$ cat config.mk
export PLATFORM = sky130hd
export DESIGN_NAME = mbr_partition_table_decoder_unit
export DESIGN_NICKNAME = d
export VERILOG_FILES = /design/src/hdl/mptd_pkg.sv /design/src/hdl/mptd_front.sv /design/src/hdl/mptd_queue.sv /design/src/hdl/mptd_back.sv /design/src/hdl/mbr_partition_table_decoder_unit.sv
export SDC_FILE = /design/constraint.sdc
export NUM_CORES = 1
export LEC_CHECK = 0
export BUFFER_PORTS_ARGS = -buffer_cell sky130_fd_sc_hd__buf_2
export CAP_MARGIN = 20
export CORE_MARGIN = 3
export CORE_UTILIZATION = 60
export DETAILED_ROUTE_END_ITERATION = 8
export PLACE_DENSITY = 0.78
export SYNTH_ARGS = -nofsm -noshare
export SYNTH_HDL_FRONTEND = slang
export SYNTH_SLANG_ARGS = --single-unit
export TNS_END_PERCENT = 1
$ cat constraint.sdc
create_clock -name clk -period 48.4 [get_ports clk]
set_input_delay 9.68 -clock clk [delete_from_list [all_inputs] [get_ports clk]]
set_output_delay 9.68 -clock clk [all_outputs]
set_load 0.05 [all_outputs]
$ cat src/hdl/mptd_pkg.sv
package mptd_pkg;

  localparam int SLOT_COUNT = 4;
  localparam int QUEUE_DEPTH = 2;

  localparam logic [8:0] TABLE_OFFSET = 9'h1BE;
  localparam logic [8:0] TABLE_END = 9'h1FE;
  localparam logic [8:0] SIG_POS_LOW = 9'd510;
  localparam logic [8:0] SIG_POS_HIGH = 9'd511;
  localparam logic [7:0] SIG_LOW = 8'h55;
  localparam logic [7:0] SIG_HIGH = 8'hAA;
  localparam logic [7:0] TYPE_GPT = 8'hEE;
  localparam logic [7:0] BOOT_MARK = 8'h80;
  localparam int SECTOR_SHIFT = 9;

  localparam logic KIND_ENTRY = 1'b0;
  localparam logic KIND_STATUS = 1'b1;

  localparam logic [1:0] STATUS_FOUND = 2'd0;
  localparam logic [1:0] STATUS_NONE = 2'd1;
  localparam logic [1:0] STATUS_BAD_SIG = 2'd2;
  localparam logic [1:0] STATUS_GPT = 2'd3;

  localparam logic [2:0] CLASS_UNKNOWN = 3'd0;
  localparam logic [2:0] CLASS_LINUX = 3'd1;
  localparam logic [2:0] CLASS_NTFS = 3'd2;
  localparam logic [2:0] CLASS_FAT32 = 3'd3;
  localparam logic [2:0] CLASS_FAT16 = 3'd4;
  localparam logic [2:0] CLASS_SWAP = 3'd5;

  localparam logic [7:0] TYPE_LINUX = 8'h83;
  localparam logic [7:0] TYPE_NTFS = 8'h07;
  localparam logic [7:0] TYPE_FAT32 = 8'h0B;
  localparam logic [7:0] TYPE_FAT32_LBA = 8'h0C;
  localparam logic [7:0] TYPE_FAT12 = 8'h01;
  localparam logic [7:0] TYPE_FAT16_SMALL = 8'h04;
  localparam logic [7:0] TYPE_FAT16 = 8'h06;
  localparam logic [7:0] TYPE_FAT16_LBA = 8'h0E;
  localparam logic [7:0] TYPE_SWAP = 8'h82;

  typedef struct packed {
    logic [7:0] byte_value;
    logic       sector_start;
  } in_item_t;

  typedef struct packed {
    logic        kind;
    logic [2:0]  slot;
    logic        bootable;
    logic [7:0]  type_code;
    logic [2:0]  type_class;
    logic [31:0] start_lba;
    logic [31:0] sector_count;
    logic [40:0] start_byte;
    logic [40:0] size_bytes;
    logic [1:0]  status;
    logic        last;
  } out_item_t;

  typedef struct packed {
    logic        boot;
    logic [7:0]  type_code;
    logic [31:0] start_lba;
    logic [31:0] sector_count;
  } entry_t;

  typedef struct packed {
    logic                        sig_ok;
    entry_t [SLOT_COUNT-1:0]     entries;
  } job_t;

  function automatic logic [2:0] type_class_of(input logic [7:0] t);
    logic [2:0] c;
    case (t)
      TYPE_LINUX: c = CLASS_LINUX;
      TYPE_NTFS: c = CLASS_NTFS;
      TYPE_FAT32, TYPE_FAT32_LBA: c = CLASS_FAT32;
      TYPE_FAT12, TYPE_FAT16_SMALL, TYPE_FAT16, TYPE_FAT16_LBA: c = CLASS_FAT16;
      TYPE_SWAP: c = CLASS_SWAP;
      default: c = CLASS_UNKNOWN;
    endcase
    return c;
  endfunction

  function automatic out_item_t make_status(input logic [1:0] code);
    out_item_t r;
    r = '0;
    r.kind = KIND_STATUS;
    r.status = code;
    r.last = 1'b1;
    return r;
  endfunction

  function automatic out_item_t make_entry(input logic [2:0] slot, input entry_t e);
    out_item_t r;
    r.kind = KIND_ENTRY;
    r.slot = slot;
    r.bootable = e.boot;
    r.type_code = e.type_code;
    r.type_class = type_class_of(e.type_code);
    r.start_lba = e.start_lba;
    r.sector_count = e.sector_count;
    r.start_byte = {e.start_lba, {SECTOR_SHIFT{1'b0}}};
    r.size_bytes = {e.sector_count, {SECTOR_SHIFT{1'b0}}};
    r.status = STATUS_FOUND;
    r.last = 1'b0;
    return r;
  endfunction

endpackage

$ cat src/hdl/mptd_front.sv
module mptd_front (
  input  logic              clk,
  input  logic              rst,
  input  logic              accept,
  input  mptd_pkg::in_item_t item,
  output logic              push,
  output mptd_pkg::job_t    job
);

  logic [8:0] byte_position;
  logic [8:0] pos;
  logic [8:0] rel;
  logic       in_table;
  logic [1:0] s;
  logic [3:0] off;
  logic       signature_low_seen;
  mptd_pkg::entry_t ent [mptd_pkg::SLOT_COUNT];

  assign pos = item.sector_start ? 9'd0 : byte_position;
  assign rel = pos - mptd_pkg::TABLE_OFFSET;
  assign in_table = (pos >= mptd_pkg::TABLE_OFFSET) && (pos < mptd_pkg::TABLE_END);
  assign s = rel[5:4];
  assign off = rel[3:0];

  assign push = accept && (pos == mptd_pkg::SIG_POS_HIGH);

  always_comb begin
    job.sig_ok = signature_low_seen && (item.byte_value == mptd_pkg::SIG_HIGH);
    for (int i = 0; i < mptd_pkg::SLOT_COUNT; i++) begin
      job.entries[i] = ent[i];
    end
  end

  always_ff @(posedge clk) begin
    if (rst) begin
      byte_position <= '0;
      signature_low_seen <= 1'b0;
    end else if (accept) begin
      byte_position <= pos + 9'd1;
      if (pos == mptd_pkg::SIG_POS_LOW) begin
        signature_low_seen <= (item.byte_value == mptd_pkg::SIG_LOW);
      end
    end
  end

  always_ff @(posedge clk) begin
    if (accept && in_table) begin
      case (off[3:2])
        2'b00: begin
          if (off[1:0] == 2'd0) begin
            ent[s].boot <= (item.byte_value == mptd_pkg::BOOT_MARK);
          end
        end
        2'b01: begin
          if (off[1:0] == 2'd0) begin
            ent[s].type_code <= item.byte_value;
          end
        end
        2'b10: ent[s].start_lba[8*off[1:0] +: 8] <= item.byte_value;
        default: ent[s].sector_count[8*off[1:0] +: 8] <= item.byte_value;
      endcase
    end
  end

endmodule

$ cat src/hdl/mptd_queue.sv
module mptd_queue #(
  parameter int DEPTH = mptd_pkg::QUEUE_DEPTH
) (
  input  logic           clk,
  input  logic           rst,
  input  logic           push,
  input  mptd_pkg::job_t wr_job,
  output logic           full,
  output logic           head_valid,
  output mptd_pkg::job_t head,
  input  logic           pop
);

  localparam int PTR_W = (DEPTH > 1) ? $clog2(DEPTH) : 1;
  localparam int CNT_W = $clog2(DEPTH + 1);
  localparam logic [PTR_W-1:0] PTR_LAST = PTR_W'(DEPTH - 1);
  localparam logic [CNT_W-1:0] CNT_FULL = CNT_W'(DEPTH);

  mptd_pkg::job_t mem [DEPTH];
  logic [PTR_W-1:0] wr_ptr;
  logic [PTR_W-1:0] rd_ptr;
  logic [CNT_W-1:0] count;

  assign full = (count == CNT_FULL);
  assign head_valid = (count != '0);
  assign head = mem[rd_ptr];

  always_ff @(posedge clk) begin
    if (push) begin
      mem[wr_ptr] <= wr_job;
    end
  end

  always_ff @(posedge clk) begin
    if (rst) begin
      wr_ptr <= '0;
      rd_ptr <= '0;
      count <= '0;
    end else begin
      if (push) begin
        wr_ptr <= (wr_ptr == PTR_LAST) ? '0 : wr_ptr + 1'b1;
      end
      if (pop) begin
        rd_ptr <= (rd_ptr == PTR_LAST) ? '0 : rd_ptr + 1'b1;
      end
      if (push && !pop) begin
        count <= count + 1'b1;
      end else if (pop && !push) begin
        count <= count - 1'b1;
      end
    end
  end

endmodule

$ cat src/hdl/mptd_back.sv
module mptd_back (
  input  logic                clk,
  input  logic                rst,
  input  logic                head_valid,
  input  mptd_pkg::job_t      head,
  output logic                pop,
  output logic                record_valid,
  input  logic                record_ready,
  output mptd_pkg::out_item_t record
);

  localparam logic [2:0] IDX_DONE = 3'(mptd_pkg::SLOT_COUNT);

  logic [2:0]       idx;
  logic             found;
  logic             adv;
  logic             used;
  logic             gpt;
  mptd_pkg::entry_t cur;

  assign adv = head_valid && (!record_valid || record_ready);
  assign cur = head.entries[idx[1:0]];
  assign used = (cur.type_code != 8'd0) && (cur.sector_count != 32'd0);
  assign gpt = (cur.type_code == mptd_pkg::TYPE_GPT);
  assign pop = adv && (!head.sig_ok || (idx == IDX_DONE) || (used && gpt));

  always_ff @(posedge clk) begin
    if (rst) begin
      record_valid <= 1'b0;
      idx <= '0;
      found <= 1'b0;
    end else begin
      if (adv) begin
        if (!head.sig_ok) begin
          record <= mptd_pkg::make_status(mptd_pkg::STATUS_BAD_SIG);
          record_valid <= 1'b1;
          idx <= '0;
          found <= 1'b0;
        end else if (idx == IDX_DONE) begin
          record <= mptd_pkg::make_status(found ? mptd_pkg::STATUS_FOUND
                                                : mptd_pkg::STATUS_NONE);
          record_valid <= 1'b1;
          idx <= '0;
          found <= 1'b0;
        end else if (used && gpt) begin
          record <= mptd_pkg::make_status(mptd_pkg::STATUS_GPT);
          record_valid <= 1'b1;
          idx <= '0;
          found <= 1'b0;
        end else begin
          if (used) begin
            record <= mptd_pkg::make_entry(idx + 3'd1, cur);
            found <= 1'b1;
          end
          record_valid <= used;
          idx <= idx + 3'd1;
        end
      end else if (record_ready) begin
        record_valid <= 1'b0;
      end
    end
  end

endmodule

$ cat src/hdl/mbr_partition_table_decoder_unit.sv
// MBR partition table decoder. Sector bytes are taken one per cycle; sector_ready
// falls only while the job queue holds QUEUE_DEPTH sector snapshots that still
// await decoding. On byte 511 the front end pushes a snapshot of the four entries
// and the signature check into the queue; the back end then scans the slots and
// emits entry items in slot order followed by one status item with last set.
module mbr_partition_table_decoder_unit #(
  parameter int QUEUE_DEPTH = mptd_pkg::QUEUE_DEPTH
) (
  input  logic                clk,
  input  logic                rst,
  input  logic                sector_valid,
  output logic                sector_ready,
  input  mptd_pkg::in_item_t  sector_byte,
  output logic                record_valid,
  input  logic                record_ready,
  output mptd_pkg::out_item_t record
);

  logic           accept;
  logic           push;
  logic           full;
  logic           head_valid;
  logic           pop;
  mptd_pkg::job_t wr_job;
  mptd_pkg::job_t head;

  assign sector_ready = !full;
  assign accept = sector_valid && sector_ready;

  mptd_front u_front (
    .clk    (clk),
    .rst    (rst),
    .accept (accept),
    .item   (sector_byte),
    .push   (push),
    .job    (wr_job)
  );

  mptd_queue #(
    .DEPTH (QUEUE_DEPTH)
  ) u_queue (
    .clk        (clk),
    .rst        (rst),
    .push       (push),
    .wr_job     (wr_job),
    .full       (full),
    .head_valid (head_valid),
    .head       (head),
    .pop        (pop)
  );

  mptd_back u_back (
    .clk          (clk),
    .rst          (rst),
    .head_valid   (head_valid),
    .head         (head),
    .pop          (pop),
    .record_valid (record_valid),
    .record_ready (record_ready),
    .record       (record)
  );

endmodule

==> flow_summary.toml, run 1 <==
[place]
io_buffer_count = 161
place_area_mm2 = 0.0371
dp_hpwl_um = 41500
dp_cells = 2549
globalplace.congestion = 0.783

[drt]
via_per_inst = 6.19
firstDrtPassIters = 8
num_vias = 16800
antenna_left = 0
wl_per_cell_um = 26.6
drc_errors = 0
first_iter_violations = 1989
wirelength_um = 72100

[die]
die_area_mm2 = 0.0629
fp.coreArea_mm2 = 0.0591
rows = 89
dieWidth_um = 251
io_pins = 180
start_util_pct = 60.8
die_y_um = 251

[clock_tree]
cts_sinks = 980
post-cts-setup-buffers = 0
cts_tree = "built"
cts_buffers = 90
clk_latency_ns = 0.65
clockBufferDepth = 3
ctsHoldBuffers = 0
cts_resized = 0
clk_transition_reported_paths_ns = 0.07
cts_max_level = 3
clock-root-buffer = "clkbuf_16"

[synthesis]
synthArstFlopShare_pct = 0
synth-edff-count = 960
post-synth-top-count-cell = "edfxtp_1"
ys_ff_latch = 980
synth_top_cell_by_area = "edfxtp_1"
avgSynthCellArea_um2 = 20.8
seq_area_frac_synth_pct = 81.3
synthTopCellsByArea = "edfxtp_1 80%, mux4_2 9.1%, buf_4 1.7%"
synthMuxAreaShare_pct = 10.3
synth-simple-area-share_pct = 3.99
yosys_warnings = 0
netlist-cell-type-count = 49
yosys.area_share.adder_pct = 0.383
synth_commonest_cells = "960 x edfxtp_1, 146 x mux4_2, 109 x nor2_1"
syn_area_mm2 = 0.0360
synth_top_cell_area_share_pct = 80.2
synth_xor_area_share_pct = 0.170
synth_compound_area_share_pct = 1.19
syn-instance-count = 1727
ys.flop_type = "edfxtp_1"
synth_top_family_by_area = "multiplexers"

[sta]
rsz0062_at_grt = "no"
worst_pin_slew_ns = 1.14
period_needed_ns = 12.92
finalHoldViolCount = 0
finalMaxSlewViolations = 0
report.final.setup_viol = 0
max_freq_mhz = 77.4
finalClockSkew_ns = 0.0351
slew_headroom_pct = 24.0
fin_crit_sh_pct = 26.7
fin_tns_setup_ns = 0

[grt]
grt_pass1_vias = 17100
grt_max_degree = 159
antenna_found_initial = 3
grt-ovfl-total = 0
grt_use_total_pct = 23.5
grt_pass1_wl_um = 109000

[pwr]
ir_drop_v = 0.0000340
p_leak_uw = 0.0127
finalPower_uw = 1670
powerDensity_mw_per_mm2 = 41.6

[setup_path]
cp_cell_sequence = "buf_2, nor2b_1, ha_1, and2_1, ha_1, and3_4, buf_4, buf_4"
slowest_stage = "and3_4"
end_kind = "flop"
critical_path_buf_inv_count = 3
crit_arrival_ns = 13.17
cp_top_family = "buffers and inverters"
max_stage_delay_ns = 0.79
crit_path_start_kind = "primary input"
criticalPathCategory = "in2reg"
critPathMaxFanout = 65
worstPathRequired_ns = 48.65

[run_status]
status = "complete, no violations"

[final_layout]
drive_above_1_share_pct = 25.0
design_area_mm2 = 0.0402
nets = 1894
instances_no_fill = 2713
area_growth_pct = 11.8

[run]
drv_cap = 0

[worst_hold_path]
hold_class = "reg2reg"
==> state kept, by name, summed over array words and instances, names as in the netlist, named ones only <==
name	count
u_back.idx	3
u_queue.mem	586
u_queue.count	2
u_queue.rd_ptr	1
u_queue.wr_ptr	1
u_front.signature_low_seen	1
u_front.ent	292
u_back.record	82
u_front.byte_position	9
u_back.record_valid	1
u_back.found	1
==> cell families (layout without fill, tap and decap cells) <==
kind of cell,Yosys count,count (layout)
other,1,19
DFF,980,980
and+or+nand+nor,309,309
xor gates and xnor gates,7,7
muxes,189,189
AOI/OAI and AO/OA,75,75
buffers and inverters,155,350
adders and majority gates,11,11
==> final timing paths <==
path,endpoint,slack [ns],start,depth (start not counted)
setup / recovery,u_queue.mem[1][50],35.48,sector_byte[0],8
hold / removal,u_queue.mem[0][73],0.43,u_front.ent[1][0],0
hold reg to reg,u_queue.mem[0][73],0.43,u_front.ent[1][0],0
setup reg to reg,u_back.record[62],42.12,flop,10
==> cell type report <==
| type | instances | area, um^2 |
|---|---|---|
| fillers | 3433 | 18900 |
| inverters | 10 | 37.5 |
| well taps | 773 | 967 |
| diodes | 1 | 2.50 |
| repair buffers | 179 | 993 |
| clock buffers | 107 | 2370 |
| multi-input cells | 609 | 5890 |
| clock inverters | 54 | 704 |
| flip-flops and latches | 980 | 29200 |
==> layer usage <==
metal / part of all wire (%) / global-route usage [%]
met5: 0.018 / 0
met4: 2.6 / 7.65
met3: 8.9 / 4.56
met2: 50 / 38.2
met1: 39 / 32.8
==> report_power, final <==
part	total (uW)	internal [uW]	switching [uW]
clock	735	431	303
sequential	921	921	0.167
combinational	17.3	2.78	14.5
total	1670	1360	318
==> layout by cell type (no fill, tap or decap), drive strengths merged, types with 3 or more instances in the layout <==
cell type	Yosys	layout
a211oi	4	4
a21oi	46	46
a22oi	3	3
a31oi	3	3
and2	34	34
buf	113	179
bufinv	0	15
clkbuf	32	107
clkinv	0	26
clkinvlp	0	8
conb	1	18
dfxtp	20	20
edfxtp	960	960
ha	11	11
inv	10	15
mux2i	42	42
mux4	146	146
nand2	96	96
nand2b	6	6
nand3	8	8
nand4	14	14
nor2	109	109
nor2b	4	4
nor3	10	10
nor4	6	6
o21ai	12	12
or2	4	4
or3	9	9
xor2	6	6
==> metrics by stage <==
| step | util [%] | worst slack, ns | hold slack (ns) |
|---|---|---|---|
| after floorplan | - | 24.13 | 0.421 |
| after global placement | 62.7 | 34.50 | 0.424 |
| after detailed placement | 62.7 | 34.34 | 0.429 |
| after CTS | 67.9 | 35.00 | 0.430 |
| after global routing | 68.0 | 35.23 | 0.446 |
| final | 68.0 | 35.48 | 0.429 |
Note: power is estimated with default switching activity, not from simulation.
==> run 2, diff against run 1 <==
Settings changed: CORE_UTILIZATION 60 to 55, PLACE_DENSITY 0.78 to 0.76.
Clock period 48.4 ns to 11.1 ns, I/O delays scaled along.
==> flow_summary.toml, run 2 (synthesized netlist as in run 1, its figures left out) <==
[final_layout]
drive_above_1_share_pct = 24.2
instances_no_fill = 2794
area_growth_pct = 11.3
largest_register_ff_count = 586
nets = 1895
fillers = 4297
design_area_mm2 = 0.0400
num_antenna_cells = 0
final_common_cell = "edfxtp_1"
final_util_pct = 62.0
largest-register = "u_queue.mem"
largestRegisters = "u_queue.mem x586, u_front.ent x292, u_back.record x82"
final_cell_mix = "960 x edfxtp_1, 161 x buf_2, 146 x mux4_2"

[sta]
fin_crit_sh_pct = 51.7
finalMaxSlewViolations = 0
finalHoldViolCount = 0
rsz0062_at_grt = "no"
report.final.setup_viol = 0
max_freq_mhz = 174
fin_tns_setup_ns = 0
finalClockSkew_ns = 0.0454
period_needed_ns = 5.74
slew_headroom_pct = 26.2
worst_pin_slew_ns = 1.10

[setup_path]
end_kind = "flop"
critPathMaxFanout = 46
criticalPathCategory = "reg2reg"
crit_arrival_ns = 6.33
crit_path_start_kind = "flop"
worstPathRequired_ns = 11.69

[place]
io_buffer_count = 161
dp_hpwl_um = 40500
dp_cells = 2632
place_area_mm2 = 0.0372
globalplace.congestion = 0.776

[grt]
grt_use_total_pct = 20.4
grt_max_degree = 161
antenna_found_initial = 2
grt-ovfl-total = 0
grt_pass1_wl_um = 102000
grt_pass1_vias = 16800

[clock_tree]
clk_latency_ns = 0.66
cts_max_level = 3
post-cts-setup-buffers = 0
cts_resized = 0
cts_buffers = 91
cts_sinks = 980
clockBufferDepth = 3
cts_tree = "built"
clock-root-buffer = "clkbuf_16"
ctsHoldBuffers = 0
clk_transition_reported_paths_ns = 0.07

[run]
drv_cap = 0

[die]
start_util_pct = 55.7
io_pins = 180
rows = 93
die_area_mm2 = 0.0685
die_y_um = 262
fp.coreArea_mm2 = 0.0646
dieWidth_um = 262

[pwr]
ir_drop_v = 0.000132
p_leak_uw = 0.0126
powerDensity_mw_per_mm2 = 176

[drt]
via_per_inst = 5.86
drc_errors = 0
firstDrtPassIters = 6
wirelength_um = 68800
first_iter_violations = 1771
antenna_left = 0
wl_per_cell_um = 24.6
num_vias = 16400

[run_status]
status = "complete, no violations"

[worst_hold_path]
hold_class = "reg2reg"
==> run 2: cell types whose count changed in the layout (fill, tap and decap cells not counted), sizes merged <==
cell	before	now
clkbuf	107	117
diode	1	0
bufinv	15	6
clkinvlp	8	0
clkinv	26	33
==> run 2: final timing paths <==
check	cells after the start	slack [ns]	end	from
worst max register to register	12	5.36	u_queue.count[1]	flop
worst min-delay path	0	0.41	u_queue.mem[0][35]	u_front.ent[0][35]
worst max-delay path	12	5.36	u_queue.count[1]	flop
worst min register to register	0	0.41	u_queue.mem[0][35]	u_front.ent[0][35]
==> run 2: layer usage <==
layer  share of wire, %  GRT usage [%]
met1                 39           27.6
met2                 49           33.0
met3                9.0           4.96
met4                2.6           7.05
met5                  0              0
==> run 2: metrics by stage <==
| step | setup slack [ns] | power [uW] | hold WS [ns] |
|---|---|---|---|
| finish | 5.36 | 7060 | 0.407 |
| global route | 4.93 | 7240 | 0.417 |
| CTS | 5.31 | 7100 | 0.409 |
| detailed placement | 4.83 | 4180 | 0.429 |
| global placement | 5.06 | 4170 | 0.422 |
| floorplan | 0.0797 | 4150 | 0.421 |
==> run 2: layout make-up <==
class                      instances  area (um^2)  share of cell area [%]
sequential                       980        29200                    73.0
multi-input combinational        609         5880                    14.7
clock buffer                     117         2400                    5.99
tap                              855         1070                    2.67
timing repair buffer             179          998                    2.49
clock inverter                    44          403                    1.01
inverter                          10         37.5                  0.0938
==> run 2: where the power goes <==
part	switching, uW	total (uW)	internal [uW]
Combinational	67.5	80.0	12.5
Sequential	0.832	4020	4020
Clock	1290	2960	1670
Total	1360	7060	5700
==> run 2: worst max-delay path, cell delays in order, from the launching register on <==
cell	delay [ns]
dfxtp_4	0.61
buf_4	0.81
buf_4	0.73
mux4_2	0.63
mux2i_1	0.28
nand4_1	0.15
nor4_2	0.62
a21oi_1	0.27
or2_4	0.54
nand2_1	0.14
ha_1	0.27
or3_1	0.36
a21oi_1	0.14
